[src/rtl/bitmap_range_engine_core_assert.svh]
// Assertion macros for the bitmap range engine.
// Define ASSERT_OFF to compile the checks out.
`ifndef BITMAP_RANGE_ENGINE_CORE_ASSERT_SVH
`define BITMAP_RANGE_ENGINE_CORE_ASSERT_SVH

`ifndef ASSERT_OFF

// same-cycle implication
`define BRE_ASSERT_IMP(lbl, clk, rst_n, ante, cons) \
  lbl: assert property (@(posedge clk) disable iff (!rst_n) (ante) |-> (cons)) \
    else $error("bitmap range engine check failed");

// next-cycle implication
`define BRE_ASSERT_NXT(lbl, clk, rst_n, ante, cons) \
  lbl: assert property (@(posedge clk) disable iff (!rst_n) (ante) |=> (cons)) \
    else $error("bitmap range engine check failed");

`else

`define BRE_ASSERT_IMP(lbl, clk, rst_n, ante, cons)
`define BRE_ASSERT_NXT(lbl, clk, rst_n, ante, cons)

`endif

`endif

[src/rtl/bre_pkg.sv]
`timescale 1ns / 1ps
`default_nettype none

package bre_pkg;

  localparam int CAP_W  = 11;  // bit_capacity register
  localparam int IDX_W  = 10;  // range_start / range_end
  localparam int RES_W  = 11;  // search results, two's complement
  localparam int BASE_W = 12;  // running bit offset of the current word
  localparam int REL_W  = 13;  // signed offsets against the word base

  localparam logic [RES_W-1:0] NONE = {RES_W{1'b1}};  // -1

  // register index, paddr[2]
  localparam logic REG_BIT_CAPACITY = 1'b0;

  typedef enum logic [1:0] {
    OP_READ   = 2'd0,
    OP_FILL   = 2'd1,
    OP_CLEAR  = 2'd2,
    OP_INVERT = 2'd3
  } op_e;

  typedef struct packed {
    logic clr;       // write one zero word of the post-reset sweep
    logic start;     // latch the item, reset search state
    logic step;      // read the next map word
    logic load_out;  // copy results to the output register
  } bre_cmd_t;

  typedef struct packed {
    logic clr_last;   // sweep is at the last word
    logic cap_zero;   // effective capacity is zero
    logic last_word;  // word being issued is the last one under the capacity
    logic pipe_busy;  // words still in flight
    logic out_free;   // output register can take a result this cycle
  } bre_stat_t;

endpackage

`default_nettype wire

[src/rtl/bre_dp.sv]
`timescale 1ns / 1ps
`default_nettype none

module bre_dp #(
  parameter int MAX_BITS  = 1024,
  parameter int WORD_BITS = 64
) (
  input  logic                      clk_i,
  input  logic                      rst_ni,
  input  bre_pkg::bre_cmd_t         cmd_i,
  output bre_pkg::bre_stat_t        stat_o,
  input  logic [bre_pkg::CAP_W-1:0] cap_cfg_i,
  input  logic [1:0]                op_i,
  input  logic [bre_pkg::IDX_W-1:0] range_start_i,
  input  logic [bre_pkg::IDX_W-1:0] range_end_i,
  input  logic                      out_stall_i,
  output logic                      out_valid_o,
  output logic                      bit_value_o,
  output logic                      range_error_o,
  output logic [bre_pkg::RES_W-1:0] first_free_o,
  output logic [bre_pkg::RES_W-1:0] last_free_o,
  output logic [bre_pkg::RES_W-1:0] first_busy_o,
  output logic [bre_pkg::RES_W-1:0] last_busy_o
);
  import bre_pkg::*;

  localparam int NUM_WORDS = (MAX_BITS + WORD_BITS - 1) / WORD_BITS;
  localparam int AW        = (NUM_WORDS > 1) ? $clog2(NUM_WORDS) : 1;
  localparam int BW        = $clog2(WORD_BITS);
  localparam int PW        = 1 << BW;

  localparam logic signed [REL_W-1:0] W_S   = REL_W'(WORD_BITS);
  localparam logic signed [REL_W-1:0] WM1_S = REL_W'(WORD_BITS - 1);

  // lowest set bit, halving the window each step
  function automatic logic [BW-1:0] find_low(input logic [PW-1:0] v_in);
    logic [PW-1:0] v;
    logic [BW-1:0] idx;
    v   = v_in;
    idx = '0;
    for (int k = BW - 1; k >= 0; k--) begin
      if ((v & ((PW'(1) << (1 << k)) - PW'(1))) == '0) begin
        idx = idx | BW'(1 << k);
        v   = v >> (1 << k);
      end
    end
    return idx;
  endfunction

  // highest set bit
  function automatic logic [BW-1:0] find_high(input logic [PW-1:0] v_in);
    logic [PW-1:0] v;
    logic [BW-1:0] idx;
    v   = v_in;
    idx = '0;
    for (int k = BW - 1; k >= 0; k--) begin
      if ((v >> (1 << k)) != '0) begin
        idx = idx | BW'(1 << k);
        v   = v >> (1 << k);
      end
    end
    return idx;
  endfunction

  logic [WORD_BITS-1:0] mem [NUM_WORDS];

  // item
  op_e                op_q;
  logic [IDX_W-1:0]   s_q, e_q;
  logic [CAP_W-1:0]   cap_q;
  logic               err_q;
  logic [CAP_W-1:0]   cap_eff;
  logic               err_d;

  // issue stage
  logic [AW-1:0]      addr_q;
  logic [BASE_W-1:0]  base_q;
  logic [AW-1:0]      clr_addr_q;

  // modify stage
  logic               vld_b_q;
  logic [AW-1:0]      addr_b_q;
  logic [BASE_W-1:0]  base_b_q;
  logic [WORD_BITS-1:0] rd_data_q;
  logic signed [REL_W-1:0] lo, hi, hi1;
  logic [WORD_BITS-1:0] ge_s, le_e, rng, new_word;
  logic               wr_en;
  logic [AW-1:0]      wr_addr;
  logic [WORD_BITS-1:0] wr_data;

  // search stage
  logic               vld_c_q;
  logic [BASE_W-1:0]  base_c_q;
  logic [WORD_BITS-1:0] word_c_q;
  logic signed [REL_W-1:0] rem;
  logic [WORD_BITS-1:0] vmask, zeros, ones;
  logic [BW-1:0]      lz, hz, lo1, hi1_idx;

  // running results
  logic               bit_q;
  logic               found_free_q, found_busy_q;
  logic [RES_W-1:0]   ff_q, lf_q, fb_q, lb_q;

  // output register
  logic               out_valid_q;
  logic               bit_out_q, err_out_q;
  logic [RES_W-1:0]   ff_out_q, lf_out_q, fb_out_q, lb_out_q;

  assign cap_eff = (32'(cap_cfg_i) > MAX_BITS) ? CAP_W'(MAX_BITS) : cap_cfg_i;

  always_comb begin
    if (op_e'(op_i) == OP_READ) begin
      err_d = (CAP_W'(range_start_i) >= cap_eff);
    end else begin
      err_d = (range_end_i < range_start_i) || (CAP_W'(range_end_i) >= cap_eff);
    end
  end

  always_ff @(posedge clk_i) begin
    if (cmd_i.start) begin
      op_q  <= op_e'(op_i);
      s_q   <= range_start_i;
      e_q   <= range_end_i;
      cap_q <= cap_eff;
      err_q <= err_d;
    end
  end

  always_ff @(posedge clk_i or negedge rst_ni) begin
    if (!rst_ni) begin
      addr_q     <= '0;
      base_q     <= '0;
      clr_addr_q <= '0;
      vld_b_q    <= 1'b0;
      vld_c_q    <= 1'b0;
    end else begin
      if (cmd_i.start) begin
        addr_q <= '0;
        base_q <= '0;
      end else if (cmd_i.step) begin
        addr_q <= addr_q + AW'(1);
        base_q <= base_q + BASE_W'(WORD_BITS);
      end
      if (cmd_i.clr) begin
        clr_addr_q <= clr_addr_q + AW'(1);
      end
      vld_b_q <= cmd_i.step;
      vld_c_q <= vld_b_q;
    end
  end

  // map memory: one write port, one registered read port
  always_ff @(posedge clk_i) begin
    if (wr_en) begin
      mem[wr_addr] <= wr_data;
    end
    if (cmd_i.step) begin
      rd_data_q <= mem[addr_q];
    end
  end

  always_ff @(posedge clk_i) begin
    addr_b_q <= addr_q;
    base_b_q <= base_q;
    base_c_q <= base_b_q;
    word_c_q <= new_word;
  end

  // range mask for this word
  always_comb begin
    lo  = $signed({3'b000, s_q}) - $signed({1'b0, base_b_q});
    hi  = $signed({3'b000, e_q}) - $signed({1'b0, base_b_q});
    hi1 = hi + REL_W'(1);
    if (lo <= REL_W'(0)) begin
      ge_s = '1;
    end else if (lo >= W_S) begin
      ge_s = '0;
    end else begin
      ge_s = {WORD_BITS{1'b1}} << lo[BW-1:0];
    end
    if (hi < REL_W'(0)) begin
      le_e = '0;
    end else if (hi >= WM1_S) begin
      le_e = '1;
    end else begin
      le_e = ~({WORD_BITS{1'b1}} << hi1[BW-1:0]);
    end
    rng = ge_s & le_e;
    // a rejected range leaves the word as read
    if (err_q) begin
      new_word = rd_data_q;
    end else begin
      case (op_q)
        OP_FILL:   new_word = rd_data_q | rng;
        OP_CLEAR:  new_word = rd_data_q & ~rng;
        OP_INVERT: new_word = rd_data_q ^ rng;
        default:   new_word = rd_data_q;
      endcase
    end
  end

  always_comb begin
    if (cmd_i.clr) begin
      wr_en   = 1'b1;
      wr_addr = clr_addr_q;
      wr_data = '0;
    end else begin
      wr_en   = vld_b_q && !err_q && (op_q != OP_READ);
      wr_addr = addr_b_q;
      wr_data = new_word;
    end
  end

  // search over the bits of this word below the capacity
  always_comb begin
    rem = $signed({2'b00, cap_q}) - $signed({1'b0, base_c_q});
    if (rem >= W_S) begin
      vmask = '1;
    end else begin
      vmask = ~({WORD_BITS{1'b1}} << rem[BW-1:0]);
    end
    zeros   = ~word_c_q & vmask;
    ones    = word_c_q & vmask;
    lz      = find_low(PW'(zeros));
    hz      = find_high(PW'(zeros));
    lo1     = find_low(PW'(ones));
    hi1_idx = find_high(PW'(ones));
  end

  always_ff @(posedge clk_i or negedge rst_ni) begin
    if (!rst_ni) begin
      bit_q        <= 1'b0;
      found_free_q <= 1'b0;
      found_busy_q <= 1'b0;
      ff_q         <= NONE;
      lf_q         <= NONE;
      fb_q         <= NONE;
      lb_q         <= NONE;
    end else if (cmd_i.start) begin
      bit_q        <= 1'b0;
      found_free_q <= 1'b0;
      found_busy_q <= 1'b0;
      ff_q         <= NONE;
      lf_q         <= NONE;
      fb_q         <= NONE;
      lb_q         <= NONE;
    end else begin
      if (vld_b_q && (op_q == OP_READ) && !err_q && (lo >= REL_W'(0)) && (lo < W_S)) begin
        bit_q <= rd_data_q[lo[BW-1:0]];
      end
      if (vld_c_q) begin
        if (zeros != '0) begin
          if (!found_free_q) begin
            ff_q <= RES_W'(base_c_q + BASE_W'(lz));
          end
          found_free_q <= 1'b1;
          lf_q         <= RES_W'(base_c_q + BASE_W'(hz));
        end
        if (ones != '0) begin
          if (!found_busy_q) begin
            fb_q <= RES_W'(base_c_q + BASE_W'(lo1));
          end
          found_busy_q <= 1'b1;
          lb_q         <= RES_W'(base_c_q + BASE_W'(hi1_idx));
        end
      end
    end
  end

  always_ff @(posedge clk_i or negedge rst_ni) begin
    if (!rst_ni) begin
      out_valid_q <= 1'b0;
    end else if (cmd_i.load_out) begin
      out_valid_q <= 1'b1;
    end else if (!out_stall_i) begin
      out_valid_q <= 1'b0;
    end
  end

  always_ff @(posedge clk_i) begin
    if (cmd_i.load_out) begin
      bit_out_q <= bit_q;
      err_out_q <= err_q;
      ff_out_q  <= ff_q;
      lf_out_q  <= lf_q;
      fb_out_q  <= fb_q;
      lb_out_q  <= lb_q;
    end
  end

  assign stat_o.clr_last  = (clr_addr_q == AW'(NUM_WORDS - 1));
  assign stat_o.cap_zero  = (cap_eff == '0);
  assign stat_o.last_word = ({1'b0, base_q} + REL_W'(WORD_BITS)) >= REL_W'(cap_q);
  assign stat_o.pipe_busy = vld_b_q || vld_c_q;
  assign stat_o.out_free  = !out_valid_q || !out_stall_i;

  assign out_valid_o   = out_valid_q;
  assign bit_value_o   = bit_out_q;
  assign range_error_o = err_out_q;
  assign first_free_o  = ff_out_q;
  assign last_free_o   = lf_out_q;
  assign first_busy_o  = fb_out_q;
  assign last_busy_o   = lb_out_q;

endmodule

`default_nettype wire

[src/rtl/bre_ctrl.sv]
`timescale 1ns / 1ps
`default_nettype none

module bre_ctrl (
  input  logic               clk_i,
  input  logic               rst_ni,
  input  logic               in_valid_i,
  output logic               in_stall_o,
  input  bre_pkg::bre_stat_t stat_i,
  output bre_pkg::bre_cmd_t  cmd_o
);
  import bre_pkg::*;

  typedef enum logic [2:0] {
    ST_CLR,
    ST_IDLE,
    ST_SCAN,
    ST_DRAIN,
    ST_EMIT
  } state_e;

  state_e state_q, state_d;
  logic   stall_q;

  always_comb begin
    state_d = state_q;
    cmd_o   = '0;
    case (state_q)
      ST_CLR: begin
        cmd_o.clr = 1'b1;
        if (stat_i.clr_last) begin
          state_d = ST_IDLE;
        end
      end
      ST_IDLE: begin
        if (in_valid_i && !stall_q) begin
          cmd_o.start = 1'b1;
          state_d     = stat_i.cap_zero ? ST_DRAIN : ST_SCAN;
        end
      end
      ST_SCAN: begin
        cmd_o.step = 1'b1;
        if (stat_i.last_word) begin
          state_d = ST_DRAIN;
        end
      end
      ST_DRAIN: begin
        if (!stat_i.pipe_busy) begin
          state_d = ST_EMIT;
        end
      end
      ST_EMIT: begin
        if (stat_i.out_free) begin
          cmd_o.load_out = 1'b1;
          state_d        = ST_IDLE;
        end
      end
      default: begin
        state_d = ST_IDLE;
      end
    endcase
  end

  always_ff @(posedge clk_i or negedge rst_ni) begin
    if (!rst_ni) begin
      state_q <= ST_CLR;
      stall_q <= 1'b1;
    end else begin
      state_q <= state_d;
      stall_q <= (state_d != ST_IDLE);
    end
  end

  assign in_stall_o = stall_q;

endmodule

`default_nettype wire

[src/rtl/bitmap_range_engine_core.sv]
`timescale 1ns / 1ps
`default_nettype none

`include "bitmap_range_engine_core_assert.svh"

// Bit map of up to MAX_BITS bits held in a single-port-write, single-port-read
// memory of WORD_BITS-bit words. After reset the map is swept to zero, one word
// per cycle, with in_stall_o high. Each beat reads one bit or fills, clears or
// inverts an inclusive range, then returns the lowest and highest zero and one
// bit below bit_capacity (-1 if none). An item makes one pass through the words
// under the capacity (none when the capacity is zero), one word read per cycle,
// with modify and search in two stages behind the read. A result sits in an
// output register, so the next beat is taken while it waits; the result after
// that holds the engine for as long as the output stays stalled.
// bit_capacity (address 0) is to be written only while the block is idle;
// the user is bound by this, and the block itself does not enforce it.
module bitmap_range_engine_core #(
  parameter int MAX_BITS  = 1024,
  parameter int WORD_BITS = 64
) (
  input  logic                             clk_i,
  input  logic                             rst_ni,

  input  logic                             psel,
  input  logic                             penable,
  input  logic                             pwrite,
  input  logic [2:0]                       paddr,
  input  logic [31:0]                      pwdata,
  output logic [31:0]                      prdata,
  output logic                             pready,

  input  logic                             in_valid_i,
  output logic                             in_stall_o,
  input  logic [1:0]                       op_i,
  input  logic [bre_pkg::IDX_W-1:0]        range_start_i,
  input  logic [bre_pkg::IDX_W-1:0]        range_end_i,

  output logic                             out_valid_o,
  input  logic                             out_stall_i,
  output logic                             bit_value_o,
  output logic                             range_error_o,
  output logic signed [bre_pkg::RES_W-1:0] first_free_o,
  output logic signed [bre_pkg::RES_W-1:0] last_free_o,
  output logic signed [bre_pkg::RES_W-1:0] first_busy_o,
  output logic signed [bre_pkg::RES_W-1:0] last_busy_o
);
  import bre_pkg::*;

  logic [CAP_W-1:0] cap_q;
  bre_cmd_t         cmd;
  bre_stat_t        stat;
  logic [RES_W-1:0] ff, lf, fb, lb;

  assign pready = 1'b1;

  always_ff @(posedge clk_i or negedge rst_ni) begin
    if (!rst_ni) begin
      cap_q <= CAP_W'(1024);
    end else if (psel && penable && pwrite && (paddr[2] == REG_BIT_CAPACITY)) begin
      cap_q <= pwdata[CAP_W-1:0];
    end
  end

  assign prdata = (paddr[2] == REG_BIT_CAPACITY) ? 32'(cap_q) : '0;

  bre_ctrl u_ctrl (
    .clk_i      (clk_i),
    .rst_ni     (rst_ni),
    .in_valid_i (in_valid_i),
    .in_stall_o (in_stall_o),
    .stat_i     (stat),
    .cmd_o      (cmd)
  );

  bre_dp #(
    .MAX_BITS  (MAX_BITS),
    .WORD_BITS (WORD_BITS)
  ) u_dp (
    .clk_i         (clk_i),
    .rst_ni        (rst_ni),
    .cmd_i         (cmd),
    .stat_o        (stat),
    .cap_cfg_i     (cap_q),
    .op_i          (op_i),
    .range_start_i (range_start_i),
    .range_end_i   (range_end_i),
    .out_stall_i   (out_stall_i),
    .out_valid_o   (out_valid_o),
    .bit_value_o   (bit_value_o),
    .range_error_o (range_error_o),
    .first_free_o  (ff),
    .last_free_o   (lf),
    .first_busy_o  (fb),
    .last_busy_o   (lb)
  );

  assign first_free_o = ff;
  assign last_free_o  = lf;
  assign first_busy_o = fb;
  assign last_busy_o  = lb;

  `BRE_ASSERT_IMP(a_clr_stalls, clk_i, rst_ni, cmd.clr, in_stall_o)
  `BRE_ASSERT_NXT(a_accept_busy, clk_i, rst_ni, in_valid_i && !in_stall_o, in_stall_o)
  `BRE_ASSERT_IMP(a_free_pair, clk_i, rst_ni, out_valid_o, (ff == NONE) == (lf == NONE))
  `BRE_ASSERT_IMP(a_busy_pair, clk_i, rst_ni, out_valid_o, (fb == NONE) == (lb == NONE))

endmodule

`default_nettype wire
[config.mk]
export PLATFORM = sky130hd
export DESIGN_NAME = bitmap_range_engine_core
export DESIGN_NICKNAME = d
export VERILOG_FILES = /design/src/rtl/bre_pkg.sv /design/src/rtl/bre_dp.sv /design/src/rtl/bre_ctrl.sv /design/src/rtl/bitmap_range_engine_core.sv
export VERILOG_INCLUDE_DIRS = /design/src /design/src/rtl
export SDC_FILE = /design/constraint.sdc
export NUM_CORES = 2
export LEC_CHECK = 0
export ABC_AREA = 1
export BUFFER_PORTS_ARGS = -buffer_cell sky130_fd_sc_hd__buf_2
export CAP_MARGIN = 20
export CORE_UTILIZATION = 35
export CTS_CLUSTER_DIAMETER = 200
export DETAILED_ROUTE_END_ITERATION = 6
export MAX_ROUTING_LAYER = met4
export PLACE_DENSITY = 0.58
export RECOVER_POWER = 100
export SYNTH_ARGS = -nofsm -noshare
export SYNTH_HDL_FRONTEND = slang
export SYNTH_SLANG_ARGS = --single-unit
[constraint.sdc]
create_clock -name clk_i -period 9.2 [get_ports clk_i]
set_clock_uncertainty 0.15 [all_clocks]
set_input_delay 1.84 -clock clk_i [delete_from_list [all_inputs] [get_ports clk_i]]
set_output_delay 1.84 -clock clk_i [all_outputs]
set_load 0.01 [all_outputs]
Word-level counts from Yosys, hierarchy flattened --
Memories as Yosys holds them, arrays and structs flattened. A register that Yosys moved wholly into a read port is not among the register bits. Cells that the tools add are included.
Word-level totals: flip-flop bits (word level) 257, memory bits (writable) 1024, input bits 64, output and inout port bits 81, logic and storage cells 242, memories 1
Operators by class: $add $sub $neg 12, magnitude comparators 13, equality and inequality tests 12, shifts and indexed selects 3, mux-type cells 102, bitwise operators 11, reduce and logical (&&, ||, !) cells 57
Memories:
- u_dp.mem | depth 16, width 64, rd ports 1, clocked after Yosys merged registers in 1, write ports 1, line bre_dp.sv:65 | logic [WORD_BITS-1:0] mem [NUM_WORDS];
Operator list (number):
- $mux W64 | 17
- $reduce_bool A64 Y1 | 14
- $logic_not A64 Y1 | 12
- $and A64 B64 Y64 | 4
- $not A64 Y64 | 4
- $pmux W64 S3 | 1
- $shl A64 B6 Y64 const A | 3
- $mux W11 | 16
- $or A64 B64 Y64 | 1
- $xor A64 B64 Y64 | 1
- $mux W31 | 2
- $add A11 B6 Y11 | 4
- $mux W3 | 11
- $mux W15 | 2
- $mux W1 | 28
- $mux W4 | 7
- $ge A13 B8 Y1 const B | 2
- $sub A10 B12 Y13 | 2
- $mux W12 | 2
- $mux W6 | 4
- $ge A10 B11 Y1 | 2
- $mux W5 | 4
- $pmux W3 S5 | 1
- $mux W7 | 2
- other kinds (35) | 64

Depth between registers and ports, before layout --
depth after elaboration 22, gate-level depth with buffers 40, gate-level depth less buffers 36

Modules after synthesis --
Synthesis repeated with hierarchy kept, for this count alone.
Second synthesis, totals: cells, all modules 5827, area total of the unflattened synthesis 61632.9 sq um
Modules (own cells, without submodules):
- bre_dp | instances 1, cells each 5692, area an instance 60661.9 sq um, seq. area each 38331.8 sq um
- bitmap_range_engine_core | instances 1, cells each 99, area an instance 719.4 sq um, seq. area each 276.5 sq um
- bre_ctrl | instances 1, cells each 36, area an instance 251.5 sq um, seq. area each 101.3 sq um

Worst setup path after synthesis --
OpenSTA, ideal clock, no wires.
path kind reg2reg, start point register u_ctrl.state_q[1], end point memory u_dp.mem[4][0] (enable), library setup time 0.487 ns, arrival 4.124 ns, required time 8.563 ns, setup slack 4.440 ns, cell stages (with the launch flop) 9, path buffers 1, clock period less this slack 4.760 ns, cell sequence dfrtp_1 > nor2_1 > inv_1 > nor2_1 > clkbuf_1 > nand2_1 > o21ai_0 > nand2_1 > nor2_1
On the way: word-level cells in the longest chain between the ends 5, elaborated cells on any way between the ends 6, those cells by class mux: 5; reduce/logical: 1
Ends and longest elaborated chain:
- start: declaration | line bre_ctrl.sv:22 | state_e state_q, state_d;
- start signal: assignment | line bre_ctrl.sv:69 | state_q <= state_d;
- $logic_not A3 Y1 (*) | line bre_ctrl.sv:28 | case (state_q)
- $mux W1 (*) | line bre_ctrl.sv:28
- $mux W1 | line bre_dp.sv:203 | if (cmd_i.clr) begin
- $mux W1 | line bre_dp.sv:154 | if (wr_en) begin
- $mux W1 (not written as such) | line bre_dp.sv:155 | mem[wr_addr] <= wr_data;
- end: declaration | line bre_dp.sv:65
Mark *: on every way between the ends. The rest lies on a longest branch, timed or not.

Worst setup path in the final report --
start point register u_ctrl.state_q[0], end point memory u_dp.mem[0][17] (enable)
The elaborated chain is that of the path after synthesis.

==> results.cfg <==
[final_layout]
areaGrowthSynthToFinish_pct = 11.61
fillers = 16930
final_layout_size_suffix_gt1_share_pct = 6.353
instances_no_fill = 8231
final_nets = 6044
layout_commonest_cell = edfxtp_1
mostFrequentLayoutCells = 1168 x edfxtp_1, 907 x nor2_1, 749 x o21ai_0

[clocking]
path_clk_slew_ns = 0.06
cts_setup_buffers = 0
htreeDepth = 4
cts_buffers = 142
cts.sinks = 1327
cts_tree = built
clock_path_buffers = 3
ctsHoldBuffers = 0
cts-root-buf = clkbuf_16
post_cts_resized = 0
clk-insertion-delay-late_ns = 0.84

[global_routing]
grt.total_usage_pct = 22.34
grt_pass1_wl_mm = 286.6
antenna_found_initial = 9
grt-ovfl-total = 0
grt_max_degree = 222
grt_pass1_vias = 41977

[synthesis]
synth-compound-area-share_pct = 13.93
synthSimpleGateAreaFrac_pct = 14.03
synth_edf_count = 1168
ys_warn_count = 0
synthAdderAreaFrac_pct = 3.823
synth_top_family_by_area = simple AND/OR/NAND/NOR gates
yosysSeqAreaShare_pct = 62.92
syn_avg_cell_area_um2 = 10.64
synthDistinctLibCells = 65
synth_mux_area_share_pct = 0
postSynthCellCount = 5782
synth-xor-area-share_pct = 0.2278
async_flop_share_pct = 5.953
synth_ff_type = edfxtp_1
syn_area_um2 = 61520
yosys_register_bits = 1327

[timing]
fin_crit_ns = 7.709
setup_ws_ns = 1.491
worst_hold_slack_ns = 0.2185
hold_violations = 0
rsz0062_at_grt = no
setup_viol = 0
worstMarginPinSlew_ns = 4.209
finalMaxSlewViolations = 1356
post-route-period-util_pct = 83.79
fmax_ghz = 0.1297
slew_headroom_pct = -180.6
tns_ns = 0

[detailed_routing]
routed_wl_mm = 198.1
via_per_inst = 5.496
vias = 45240
drtIter0Drc = 5141
ant_nets = 0
drt_pass1_iterations = 6
drc = 0
wl_per_cell_um = 24.07

[place]
place_congestion = 0.9924
dpl_worst_slack_ns = 2.804
numPortBuffers = 99
placed_cells = 7972
dpl.hpwl_mm = 122.1

[critical_path]
worstPathMaxFanout = 43
cp-end-kind = register
worstPathRequired_ns = 9.38
critPathKind = register to register
critPathLaunchType = register
worst-endpoint-arrival_ns = 7.89

[min_path]
hp-class = register to register

[floorplan]
initial_core_util_pct = 35.32
die_x_um = 421.3
row_count = 153
ioPinCount = 145
die_y_um = 421.3
die_area_um2 = 177500
core_um2 = 174200

[power]
p_comb_share_pct = 38.5
power_density_nw_per_um2 = 367.6
p_int_mw = 14.73
p_leak_nw = 24.68
switching_power_mw = 10.52
seq_power_share_pct = 39.2
clkPwrFrac_pct = 22.4
power_mw = 25.24
sw_frac_of_total_pct = 41.66
peakVddDrop_mv = 0.3104

[status]
violations = capacitance limit, slew limit
outcome = finished with violations

[flow_run]
drv_cap = 36
[routing by layer]
| layer | global-route usage [%] | part of all wire (%) | vias to the layer above |
|---|---|---|---|
| li1 | - | - | 20651 |
| met1 | 30.47 | 43 | 22445 |
| met2 | 34.15 | 46 | 1811 |
| met3 | 3.218 | 7.3 | 333 |
| met4 | 7.473 | 3.5 | 0 |
| met5 | - | 0 | - |
[cell families after synthesis]
family,Yosys count
AND/OR/NAND/NOR,2066
AO/OA/AOI/OAI,1413
flip-flops,1327
buffers and inverters,770
adder cells (fa/ha/maj),188
XOR/XNOR,16
other,2
[power by group through the flow]
stage	clock network (mW)	registers (mW)	logic, mW
after floorplan	0	9.70	6.11
after global placement	0	9.91	9.57
after detailed placement	0	9.94	9.72
after CTS	5.75	9.83	9.75
after global routing	5.97	10.0	10.6
final	5.64	9.89	9.71
[critical path: stages (launching register included)]
cell      delay, ns
dfrtp_1        0.40
nor2_1         0.17
inv_1          0.11
nor2_4         0.08
clkbuf_1       1.61
inv_1          0.36
buf_4          0.50
o21ai_0        0.30
nand3_1        0.37
nor2_1         0.31
clkbuf_1       2.69
[final timing paths]
check | slack, ns | cells past startpoint | to | start
worst max-delay path | 1.49 | 10 | u_dp.mem[0][17]$_DFFE_PP_ | u_ctrl.state_q[0]$_DFF_PN0_
max in group asynchronous | 3.74 | 2 | u_dp.addr_q[2]$_DFFE_PN0N_ | rst_ni
worst min register to register | 0.22 | 0 | u_dp.base_c_q[6]$_DFF_P_ | u_dp.base_b_q[6]$_DFF_P_
min in group asynchronous | 1.28 | 1 | u_dp.found_busy_q$_DFFE_PN0P_ | rst_ni
worst min-delay path | 0.22 | 0 | u_dp.base_c_q[6]$_DFF_P_ | u_dp.base_b_q[6]$_DFF_P_
worst max register to register | 1.49 | 10 | u_dp.mem[0][17]$_DFFE_PP_ | u_ctrl.state_q[0]$_DFF_PN0_
[state kept, by name, summed over array words and instances, names as in the netlist, 10 cells and up]
name,cells
u_dp.mem,1024
u_dp.rd_data_q,64
u_dp.word_c_q,64
cap_q,11
u_dp.cap_q,11
u_dp.fb_q,11
u_dp.ff_q,11
u_dp.first_busy_o,11
u_dp.first_free_o,11
u_dp.last_busy_o,11
u_dp.last_free_o,11
u_dp.lb_q,11
u_dp.lf_q,11
u_dp.e_q,10
u_dp.s_q,10
[final cells by class]
cell class,count,area [um2],area share (%)
Clock buffer,183,3747,5.457
Inverter,417,1584,2.307
Multi-Input combinational cell,3711,19850,28.91
Antenna cell,3,7.507,0.01093
Timing Repair Buffer,193,988.4,1.439
Clock inverter,72,869.6,1.266
Tap cell,2325,2909,4.236
Sequential cell,1327,38710,56.38
[synth_stat cells, drive strengths merged (46+ instances only)]
library cell  instances  share of area (%)
o22ai                92               0.94
buf                  63               0.74
dfstp                46                2.0
edfxtp             1168                 57
clkbuf              290                1.8
nand3               314                2.6
inv                 413                2.5
nor2                943                6.0
a21oi               134                1.1
o221ai              183                2.6
dfxtp                80                2.6
ha                  188                3.8
o21ai               780                6.4
nand2               698                4.4
o211ai               96                1.2
[stage by stage]
step | instance area (um2) | util (%)
after CTS | 69070 | 39.65
after floorplan | 61620 | -
after detailed placement | 64460 | 37.00
after global routing | 68670 | 39.42
after global placement | 64460 | 37.00
final | 68670 | 39.42
Note: power is estimated with default switching activity, not from simulation.
